===== config.mk =====
export PLATFORM = sky130hd
export DESIGN_NAME = periodic_telemetry_scheduler
export DESIGN_NICKNAME = d
export VERILOG_FILES = /design/src/hw/rtl/ptsch_pkg.sv /design/src/hw/rtl/ptsch_queue.sv /design/src/hw/rtl/ptsch_front.sv /design/src/hw/rtl/ptsch_back.sv /design/src/hw/rtl/periodic_telemetry_scheduler.sv
export SDC_FILE = /design/constraint.sdc
export NUM_CORES = 1
export LEC_CHECK = 0
export ABC_AREA = 0
export ABC_CLOCK_PERIOD_IN_PS = 11650
export BUFFER_PORTS_ARGS = -buffer_cell sky130_fd_sc_hd__buf_2
export CAP_MARGIN = 20
export CORE_UTILIZATION = 45
export DETAILED_ROUTE_END_ITERATION = 10
export REMOVE_ABC_BUFFERS = 1
export SETUP_SLACK_MARGIN = 0.15
export SLEW_MARGIN = 20
export SYNTH_ARGS = -nofsm -noshare
export SYNTH_HDL_FRONTEND = slang
export SYNTH_HIERARCHICAL = 1
export SYNTH_SLANG_ARGS = --single-unit

===== constraint.sdc =====
create_clock -name clk -period 11.65 [get_ports clk]
set_input_delay 2.33 -clock clk [delete_from_list [all_inputs] [get_ports clk]]
set_output_delay 2.33 -clock clk [all_outputs]
set_load 0.02 [all_outputs]

===== src/hw/rtl/ptsch_pkg.sv =====
package ptsch_pkg;

  localparam logic [15:0] MIN_PERIOD     = 16'd10;
  localparam logic [15:0] MAX_PERIOD     = 16'd60000;
  localparam logic [15:0] DEFAULT_PERIOD = 16'd1000;

  localparam int FRAME_MAX = 18;
  localparam int NUM_MEAS  = 6;

  localparam int QUEUE_AW    = 1;
  localparam int QUEUE_DEPTH = 1 << QUEUE_AW;

  localparam logic [1:0] OP_TICK = 2'd0;
  localparam logic [1:0] OP_SET  = 2'd1;
  localparam logic [1:0] OP_MEAS = 2'd2;
  localparam logic [1:0] OP_POLL = 2'd3;

  localparam logic [1:0] MSG_REQUEST = 2'd0;

  localparam logic [1:0] KIND_RESPONSE  = 2'd0;
  localparam logic [1:0] KIND_ERROR     = 2'd1;
  localparam logic [1:0] KIND_TELEMETRY = 2'd2;

  localparam logic [7:0] ERR_MALFORMED = 8'd0;
  localparam logic [7:0] ERR_UNKNOWN   = 8'd1;
  localparam logic [7:0] ERR_INVALID   = 8'd2;

  localparam logic [4:0] LEN_ERROR     = 5'd1;
  localparam logic [4:0] LEN_RESPONSE  = 5'd4;
  localparam logic [4:0] LEN_TELEMETRY = 5'd18;

  localparam logic [7:0] REQ_LENGTH = 8'd4;

  localparam logic [1:0] REG_SCHEMA_VERSION = 2'd0;
  localparam logic [1:0] REG_SET_COMMAND    = 2'd1;
  localparam logic [1:0] REG_TELEM_COMMAND  = 2'd2;

  localparam logic [7:0] RESET_SCHEMA_VERSION = 8'd1;
  localparam logic [7:0] RESET_SET_COMMAND    = 8'd16;
  localparam logic [7:0] RESET_TELEM_COMMAND  = 8'd128;

  typedef struct packed {
    logic [1:0]  op;
    logic [1:0]  msg_type;
    logic [7:0]  req_command;
    logic [31:0] req_sequence;
    logic [7:0]  req_length;
    logic [31:0] req_payload;
    logic [2:0]  meas_index;
    logic [15:0] meas_value;
    logic [7:0]  device_state;
  } item_t;

  typedef struct packed {
    logic [1:0]  frame_kind;
    logic [7:0]  frame_command;
    logic [31:0] frame_sequence;
    logic [4:0]  frame_length;
    logic [4:0]  byte_index;
    logic [7:0]  payload_byte;
    logic        last;
  } frame_t;

  typedef struct packed {
    logic [1:0]                 kind;
    logic [7:0]                 command;
    logic [31:0]                seq;
    logic [4:0]                 length;
    logic [FRAME_MAX-1:0][7:0]  bytes;
  } desc_t;

  typedef struct packed {
    logic full;
    logic empty;
  } q_status_t;

endpackage


===== src/hw/rtl/ptsch_queue.sv =====
module ptsch_queue
  import ptsch_pkg::*;
(
  input  logic      clk,
  input  logic      rst,
  input  logic      push,
  input  desc_t     push_desc,
  input  logic      pop,
  output desc_t     head,
  output q_status_t status
);

  desc_t                entries [QUEUE_DEPTH];
  logic [QUEUE_AW-1:0]  wr_ptr;
  logic [QUEUE_AW-1:0]  rd_ptr;
  logic [QUEUE_AW:0]    count;

  assign status.full  = (count == (QUEUE_AW + 1)'(QUEUE_DEPTH));
  assign status.empty = (count == '0);
  assign head         = entries[rd_ptr];

  always_ff @(posedge clk) begin
    if (push) begin
      entries[wr_ptr] <= push_desc;
    end
  end

  always_ff @(posedge clk) begin
    if (rst) begin
      wr_ptr <= '0;
      rd_ptr <= '0;
      count  <= '0;
    end else begin
      if (push) begin
        wr_ptr <= wr_ptr + 1'b1;
      end
      if (pop) begin
        rd_ptr <= rd_ptr + 1'b1;
      end
      if (push && !pop) begin
        count <= count + 1'b1;
      end else if (pop && !push) begin
        count <= count - 1'b1;
      end
    end
  end

endmodule


===== src/hw/rtl/ptsch_front.sv =====
module ptsch_front
  import ptsch_pkg::*;
(
  input  logic      clk,
  input  logic      rst,
  input  logic      item_valid,
  output logic      item_ready,
  input  item_t     item,
  input  logic      cfg_we,
  input  logic [1:0] cfg_index,
  input  logic [7:0] cfg_data,
  input  q_status_t qstat,
  output logic      push,
  output desc_t     push_desc
);

  logic [7:0]  schema_version;
  logic [7:0]  set_command;
  logic [7:0]  telem_command;

  logic [31:0] timestamp;
  logic [31:0] elapsed;
  logic        enabled;
  logic [15:0] period;
  logic [31:0] next_seq;
  logic [15:0] meas [NUM_MEAS];

  logic [7:0]  p_schema;
  logic [7:0]  p_en;
  logic [15:0] p_per;
  logic        bad_payload;
  logic        set_ok;
  logic [7:0]  err_code;
  logic        due;
  logic        produces;
  logic        accept;

  assign p_schema = item.req_payload[31:24];
  assign p_en     = item.req_payload[23:16];
  assign p_per    = item.req_payload[15:0];

  assign bad_payload = (item.req_length != REQ_LENGTH) || (p_schema != schema_version) ||
                       (p_en > 8'd1) || (p_per < MIN_PERIOD) || (p_per > MAX_PERIOD);

  always_comb begin
    set_ok   = 1'b0;
    err_code = ERR_INVALID;
    if (item.msg_type != MSG_REQUEST) begin
      err_code = ERR_MALFORMED;
    end else if (item.req_command != set_command) begin
      err_code = ERR_UNKNOWN;
    end else if (!bad_payload) begin
      set_ok = 1'b1;
    end
  end

  assign due        = enabled && (elapsed >= {16'd0, period});
  assign produces   = (item.op == OP_SET) || ((item.op == OP_POLL) && due);
  assign item_ready = !qstat.full || !produces;
  assign accept     = item_valid && item_ready;
  assign push       = accept && produces;

  // frame contents are captured now so later writes cannot disturb them
  always_comb begin
    push_desc = '0;
    if (item.op == OP_POLL) begin
      push_desc.kind     = KIND_TELEMETRY;
      push_desc.command  = telem_command;
      push_desc.seq      = next_seq;
      push_desc.length   = LEN_TELEMETRY;
      push_desc.bytes[0] = schema_version;
      push_desc.bytes[1] = item.device_state;
      push_desc.bytes[2] = timestamp[31:24];
      push_desc.bytes[3] = timestamp[23:16];
      push_desc.bytes[4] = timestamp[15:8];
      push_desc.bytes[5] = timestamp[7:0];
      for (int i = 0; i < NUM_MEAS; i++) begin
        push_desc.bytes[6 + 2 * i] = meas[i][15:8];
        push_desc.bytes[7 + 2 * i] = meas[i][7:0];
      end
    end else begin
      push_desc.command  = item.req_command;
      push_desc.seq      = item.req_sequence;
      if (set_ok) begin
        push_desc.kind     = KIND_RESPONSE;
        push_desc.length   = LEN_RESPONSE;
        push_desc.bytes[0] = schema_version;
        push_desc.bytes[1] = {7'd0, p_en[0]};
        push_desc.bytes[2] = p_per[15:8];
        push_desc.bytes[3] = p_per[7:0];
      end else begin
        push_desc.kind     = KIND_ERROR;
        push_desc.length   = LEN_ERROR;
        push_desc.bytes[0] = err_code;
      end
    end
  end

  always_ff @(posedge clk) begin
    if (rst) begin
      schema_version <= RESET_SCHEMA_VERSION;
      set_command    <= RESET_SET_COMMAND;
      telem_command  <= RESET_TELEM_COMMAND;
    end else if (cfg_we) begin
      case (cfg_index)
        REG_SCHEMA_VERSION: schema_version <= cfg_data;
        REG_SET_COMMAND:    set_command    <= cfg_data;
        REG_TELEM_COMMAND:  telem_command  <= cfg_data;
        default: ;
      endcase
    end
  end

  always_ff @(posedge clk) begin
    if (rst) begin
      timestamp <= '0;
      elapsed   <= '0;
      enabled   <= 1'b0;
      period    <= DEFAULT_PERIOD;
      next_seq  <= 32'd1;
      for (int i = 0; i < NUM_MEAS; i++) begin
        meas[i] <= '0;
      end
    end else if (accept) begin
      case (item.op)
        OP_TICK: begin
          timestamp <= timestamp + 32'd1;
          if (enabled && (elapsed != '1)) begin
            elapsed <= elapsed + 32'd1;
          end
        end
        OP_SET: begin
          if (set_ok) begin
            enabled <= p_en[0];
            period  <= p_per;
            elapsed <= '0;
          end
        end
        OP_MEAS: begin
          // slots six and seven do not exist
          for (int i = 0; i < NUM_MEAS; i++) begin
            if (item.meas_index == 3'(i)) begin
              meas[i] <= item.meas_value;
            end
          end
        end
        OP_POLL: begin
          if (due) begin
            elapsed  <= '0;
            next_seq <= (next_seq == '1) ? 32'd1 : next_seq + 32'd1;
          end
        end
        default: ;
      endcase
    end
  end

endmodule


===== src/hw/rtl/ptsch_back.sv =====
module ptsch_back
  import ptsch_pkg::*;
(
  input  logic      clk,
  input  logic      rst,
  input  desc_t     head,
  input  q_status_t qstat,
  output logic      pop,
  output logic      frame_valid,
  input  logic      frame_ready,
  output frame_t    frame
);

  logic [4:0] idx;
  logic       load;
  logic       take;
  logic       at_end;
  frame_t     frame_next;

  assign load   = !frame_valid || frame_ready;
  assign take   = load && !qstat.empty;
  assign at_end = (idx + 5'd1 == head.length);
  assign pop    = take && at_end;

  always_comb begin
    frame_next.frame_kind     = head.kind;
    frame_next.frame_command  = head.command;
    frame_next.frame_sequence = head.seq;
    frame_next.frame_length   = head.length;
    frame_next.byte_index     = idx;
    frame_next.payload_byte   = head.bytes[idx];
    frame_next.last           = at_end;
  end

  always_ff @(posedge clk) begin
    if (take) begin
      frame <= frame_next;
    end
  end

  always_ff @(posedge clk) begin
    if (rst) begin
      frame_valid <= 1'b0;
      idx         <= '0;
    end else begin
      if (load) begin
        frame_valid <= !qstat.empty;
      end
      if (pop) begin
        idx <= '0;
      end else if (take) begin
        idx <= idx + 5'd1;
      end
    end
  end

endmodule


===== src/hw/rtl/periodic_telemetry_scheduler.sv =====
// telemetry scheduler: ticks, set requests, measurement writes and polls
// item channel (item_valid/item_ready/item) carries one operation per transaction;
// frame channel (frame_valid/frame_ready/frame) carries one payload byte per
// transaction, with kind, command, sequence, length, index and a last flag
// configuration: cfg_we writes cfg_data to register cfg_index; the user must
// write only while the block is idle, as the block does not enforce it
// a frame-producing item sits in a two-entry frame queue; the back end then
// registers its first byte from the queue head onto the frame port
// a frame then streams one byte per cycle while the receiver is ready; frames
// are 1, 4 or 18 bytes long, sent by the byte serialiser of the back end
// ticks, measurement writes and polls that are not due are taken every cycle
// and never wait on the output side
// a stalled receiver holds the current byte; frame-producing items are then
// held off once two frames are queued
// reset clears time, elapsed, enable and measurements, sets the sequence to 1,
// restores default period and register values and empties the queue
module periodic_telemetry_scheduler
  import ptsch_pkg::*;
(
  input  logic       clk,
  input  logic       rst,
  input  logic       item_valid,
  output logic       item_ready,
  input  item_t      item,
  output logic       frame_valid,
  input  logic       frame_ready,
  output frame_t     frame,
  input  logic       cfg_we,
  input  logic [1:0] cfg_index,
  input  logic [7:0] cfg_data
);

  q_status_t qstat;
  logic      push;
  logic      pop;
  desc_t     push_desc;
  desc_t     head;

  ptsch_front u_front (
    .clk        (clk),
    .rst        (rst),
    .item_valid (item_valid),
    .item_ready (item_ready),
    .item       (item),
    .cfg_we     (cfg_we),
    .cfg_index  (cfg_index),
    .cfg_data   (cfg_data),
    .qstat      (qstat),
    .push       (push),
    .push_desc  (push_desc)
  );

  ptsch_queue u_queue (
    .clk       (clk),
    .rst       (rst),
    .push      (push),
    .push_desc (push_desc),
    .pop       (pop),
    .head      (head),
    .status    (qstat)
  );

  ptsch_back u_back (
    .clk         (clk),
    .rst         (rst),
    .head        (head),
    .qstat       (qstat),
    .pop         (pop),
    .frame_valid (frame_valid),
    .frame_ready (frame_ready),
    .frame       (frame)
  );

endmodule


Word level (Yosys, flattened, before mapping). Memories as Yosys holds them, arrays and structs flattened. A register that Yosys moved wholly into a read port is not among the register bits. Cells that the tools add are included.

Memories kept: 2. Logic and storage cells: 161. Bits of input ports: 126. Bits in writable memories: 478. Register bits: 208.

Memories: u_queue.entries (depth 2, bits a word 191, read ports 1, clocked after memory_dff 1, wr ports 1, line ptsch_queue.sv:13) `desc_t entries [QUEUE_DEPTH];`; u_front.meas (depth 6, bits a word 16, read ports 6, clocked after memory_dff 0, wr ports 6, line ptsch_front.sv:26) `logic [15:0] meas [NUM_MEAS];`.

Multiplexer cells: 63. $lt $le $gt $ge: 5. Add/sub/neg operators: 8. Bitwise gates (word level): 6. Reduce and logical (&&, ||, !) cells: 37. Equality and inequality tests: 20.

Operators with widths (count): $mux W32 (5); $mux W112 (1); $add A32 B1 Y32 const B (3); $mux W16 (6); $pmux W32 S3 (1); $mux W47 (1); $bmux W8 S5 (1); $mux W1 (40); $eq A32 B32 Y1 const B (1); $ge A32 B16 Y1 (1); $ne A32 B32 Y1 const B (1); $mux W24 (1); $mux W8 (3); $gt A16 B16 Y1 const B (1); $lt A16 B4 Y1 const B (1); $ne A8 B8 Y1 (2); $logic_and A1 B1 Y1 (9); $eq A2 B2 Y1 const B (4); $gt A8 B1 Y1 const B (1); $ne A8 B3 Y1 const B (1); $reduce_and A2 Y1 (4); $logic_or A1 B1 Y1 (7); $eq A3 B2 Y1 const B (2); $eq A3 B3 Y1 const B (2); other kinds (20) (40).

Longest topological paths before layout.
Depth after elaboration: 12. Gate-level depth with buffers: 12.

Cells and area by module. Netlist, hierarchy kept.

Modules (own cells, without submodules): ptsch_queue (times used 1, area an instance 14066.0 um^2, cells an instance 616, seq. area each 11571.1 um^2); ptsch_front (times used 1, area an instance 12160.4 um^2, cells an instance 1394, seq. area each 5625.4 um^2); ptsch_back (times used 1, area an instance 3483.3 um^2, cells an instance 202, seq. area each 1951.9 um^2).

Least setup slack after synthesis. Ideal clock, no wire load.

Path type: input -> register. Start point: in item[110] (netlist name). End point: mem u_queue/entries[0][0] (netlist name) (enable). Library setup time: 768 ps. Arrival time: 11536 ps. Stages on the path: 4. Path slack: -654 ps. Cells stage by stage: clkbuf_1 clkbuf_1 a211oi_1 nor2b_1.

Word-level cells in the longest chain between the ends: 9. Elaborated cells between the ends (all ways): 10. Classes of those cells: eq/ne: 2; mux: 2; reduce/logical: 6.

Ends and longest elaborated chain: start, declared (line periodic_telemetry_scheduler.sv:24) `input item_t item,`; $eq A2 B2 Y1 (line ptsch_front.sv:58) `assign produces = (item.op == OP_SET) || ((item.op == OP_POLL) && due);`; $logic_and A1 B1 Y1 (line ptsch_front.sv:58); $logic_or A1 B1 Y1 * (line ptsch_front.sv:58); $logic_not A1 Y1 (line ptsch_front.sv:59) `assign item_ready = !qstat.full || !produces;`; $logic_or A1 B1 Y1 (line ptsch_front.sv:59); $logic_and A1 B1 Y1 (line ptsch_front.sv:60) `assign accept = item_valid && item_ready;`; $logic_and A1 B1 Y1 * (line ptsch_front.sv:61) `assign push = accept && produces;`; net push (line periodic_telemetry_scheduler.sv:34) `logic push;`; $mux W1 * (line ptsch_queue.sv:23) `if (push) begin`; $mux W1 (implied by the code) * (line ptsch_queue.sv:24) `entries[wr_ptr] <= push_desc;`; end, declared (line ptsch_queue.sv:13).

Mark *: on every way through the listed nets, which the timed path passes. The rest lies on a longest branch.

Worst setup path after layout.
Start point: in item[110] (netlist name). End point: out item_ready.

Word-level cells in the longest chain between the ends: 5. Elaborated cells between the ends (all ways): 6. Classes of those cells: eq/ne: 2; reduce/logical: 4.

Ends and longest elaborated chain: $eq A2 B2 Y1 (line ptsch_front.sv:58); $logic_and A1 B1 Y1 (line ptsch_front.sv:58); $logic_or A1 B1 Y1 * (line ptsch_front.sv:58); $logic_not A1 Y1 * (line ptsch_front.sv:59); $logic_or A1 B1 Y1 * (line ptsch_front.sv:59); end, declared (line periodic_telemetry_scheduler.sv:23) `output logic item_ready,`.

Every way passes the cells marked *; elsewhere a longest branch is shown, timed or not.

==> results.json <==
{
  "seq_area_frac_synth_pct": 64.5,
  "setup_violations": 0,
  "fin_area_mm2": 0.0337,
  "synth_fa_ha_area_share_pct": 0.884,
  "period_needed_ps": 5510,
  "start_util_pct": 45.8,
  "cap_viol_max_count": 0,
  "grt_pass1_wl_mm": 103,
  "place_area_mm2": 0.0313,
  "rr_endpoint": "u_queue/entries[0][84]",
  "clk_latency_ps": 610,
  "fp.dieW_um": 259,
  "io_pins": 189,
  "max_stage_delay_ps": 390,
  "fin_hold_ws_ps": 456,
  "cts_max_path_buffers": 3,
  "switching_power_mw": 1.15,
  "viasPerCell": 5.45,
  "place_ws_ps": 5750,
  "synth_seq_cells": 687,
  "syn_inst": 2212,
  "crit_path_end_kind": "output pin",
  "syn_area_per_cell_um2": 13.4,
  "cts_resized": 0,
  "rsz0062_at_grt": "false",
  "postLayoutSetupSlackWorst_ps": 6140,
  "ctsHoldBuffers": 0,
  "combinationalPowerShare_pct": 5.7,
  "fill_cells": 5492,
  "power_frac_clock_pct": 43.5,
  "synth_area_mm2": 0.0297,
  "clk_pin_slew_ps": 50,
  "swShare_pct": 21.4,
  "holdPathStages": 2,
  "post_drt_wl_per_cell_um": 20.2,
  "min_to": "u_front/period[2]",
  "critPathMaxFanout": 46,
  "hold_violations": 0,
  "leakage_nw": 12.2,
  "min-delay-start": "u_front/period[2]",
  "clock_skew_ps": 29.9,
  "core_area_mm2": 0.0648,
  "critPathLaunchType": "primary input",
  "slew_viol_final": 0,
  "fmax_mhz": 181,
  "first_pass_iters": 5,
  "min_period_over_period_pct": 47.3,
  "ant_nets": 0,
  "ir_drop_mv": 0.0915,
  "synth_async_sr_flop_share_pct": 0,
  "tns_ps": 0,
  "muxShareOfSynthArea_pct": 11.0,
  "die_y_um": 259,
  "drive_gt1_share_pct": 24.2,
  "status": "completed",
  "seq_power_share_pct": 50.8,
  "dieArea_mm2": 0.0671,
  "crit_type": "primary input to output pin",
  "rows": 93,
  "synth_top_family_by_area": "simple AND/OR/NAND/NOR gates",
  "vias": 17900,
  "wirelength_mm": 66.5,
  "internal_power_mw": 4.24,
  "rrSetupSlack_ps": 6610,
  "cts_num_sinks": 687,
  "synth_compound_area_share_pct": 3.63,
  "cp_cell_sequence": "buf_4 > nand2_1 > nand3_1 > buf_2",
  "ys_warn_count": 6,
  "post-route-util_pct": 52.0,
  "drtIter0Drc": 1276,
  "crit_slowest_cell": "buf_4",
  "dp_cells": 3155,
  "portBuffers": 188,
  "grt_start_max_net_pins": 136,
  "ys_types": 68,
  "synthSimpleGateAreaFrac_pct": 14.9,
  "critPathLaunch": "item[110]",
  "htree_levels": 3,
  "min_path_type": "flop to flop",
  "nNetsFinal": 2524,
  "synth_ff_type": "edfxtp_1",
  "powerDensity_mw_per_mm2": 160,
  "cts_tree": "built",
  "cts_setup_buffers": 0,
  "r2r.worst_path.cells": 11,
  "relSlewSlack_pct": 26.2,
  "place_congestion": 0.819,
  "required_ps": 9320,
  "syn_to_final_growth_pct": 13.5,
  "antenna_found_initial": 2,
  "synthXorXnorAreaFrac_pct": 2.30,
  "gr-total-overflow": 0,
  "dpl.hpwl_mm": 42.1,
  "track_usage_pct": 19.9,
  "tightest_slew_ps": 1110,
  "power_mw": 5.39,
  "final_cells": 3290,
  "grt_pass1_vias": 18000,
  "ctsRootBufferMaster": "clkbuf_16",
  "cts_buffers": 74,
  "synth_edf_count": 539,
  "arrival_ps": 3180,
  "worstReg2RegStart": "u_front/period[15]",
  "drc": 0
}
[critical path: cells and delay by family]
family | cells | cell delay [ps]
AND/OR/NAND/NOR | 2 | 240
buffers and inverters | 2 | 580
[cell type report]
cell class	instances	area [um^2]	area share (%)
Clock inverter	32	393	1.16
Antenna cell	2	5.00	0.0148
Timing Repair Buffer	220	1200	3.57
Multi-Input combinational cell	1367	9790	29.0
Tap cell	855	1070	3.17
Clock buffer	100	2010	5.96
Inverter	27	101	0.300
Sequential cell	687	19200	56.8
[logic make-up after synthesis]
family                   after synthesis
flip-flops                           687
XOR/XNOR                              77
AND/OR/NAND/NOR                      840
AO/OA/AOI/OAI                        166
adder cells (fa/ha/maj)               21
other                                  1
multiplexers                         262
buffers and inverters                158
[placed cells by master (no fill, tap or decap), types with 33 or more instances in the layout]
cell type and n:
nand3_1 64, nor2_1 109, o21ai_0 34, and3_1 148
and2_1 105, nand2_1 248, buf_4 33, xor2_1 49
edfxtp_1 539, clkbuf_16 76, mux2_2 199, a21oi_1 65
buf_2 185, dfxtp_1 145
[power by group through the flow]
| stage | registers [mW] | logic [mW] | clock network (mW) |
|---|---|---|---|
| after floorplan | 2.83 | 0.143 | 0 |
| after CTS | 2.74 | 0.311 | 2.40 |
| final | 2.74 | 0.306 | 2.34 |
| after detailed placement | 2.79 | 0.310 | 0 |
| after global routing | 2.74 | 0.331 | 2.49 |
| after global placement | 2.79 | 0.303 | 0 |
[cell usage after synthesis, types with 6 or more instances]
cell | n | area [um^2]
xnor2_1 | 27 | 236
ha_1 | 21 | 263
a211o_1 | 10 | 87.6
mux4_2 | 32 | 721
nor4_1 | 11 | 68.8
buf_2 | 15 | 75.1
and4_1 | 8 | 70.1
and2_1 | 105 | 657
or4_1 | 22 | 165
edfxtp_1 | 539 | 16200
inv_1 | 26 | 97.6
o21ai_0 | 34 | 170
xor2_1 | 49 | 429
dfxtp_1 | 148 | 2960
o211ai_1 | 11 | 82.6
buf_4 | 12 | 90.1
buf_6 | 25 | 282
nor2_1 | 111 | 417
o21bai_1 | 6 | 45.0
nand3_1 | 64 | 320
and3_1 | 148 | 926
a21oi_1 | 65 | 325
or3_1 | 31 | 194
o311ai_1 | 7 | 61.3
o31ai_1 | 10 | 75.1
clkbuf_1 | 75 | 282
mux2_2 | 199 | 2240
nand2_1 | 249 | 935
nor3_1 | 13 | 65.1
nand4_1 | 32 | 200
nor2b_1 | 19 | 119
mux2i_1 | 31 | 310
[flip-flops by register name (all words and copies together), names as in the netlist, 16 cells and up, named ones only]
signal,flops
u_queue/entries,382
u_front/elapsed,32
u_front/period,16
u_back/frame,61
u_front/meas,96
u_front/timestamp,32
u_front/next_seq,32
[routing by layer]
layer	wire length (um)	GRT usage, %	part of all wire, %
met5	17	0	0.026
met4	1100	5.65	1.7
met3	3380	3.39	5.1
met2	32600	32.7	49
met1	29400	27.0	44
[worst max path at each step]
stage                               to  slack [ps]  depth (start not counted)
3_3_place_gp    u_queue/entries[0][84]        5920                          6
3_5_place_dp   u_queue/entries[0][100]        5750                          6
6_report                    item_ready        6140                          4
4_1_cts                     item_ready        6110                          4
2_1_floorplan    u_queue/entries[0][0]        -360                          3
5_1_grt                     item_ready        6090                          4
No activity file was read; power rests on OpenSTA's default activity.
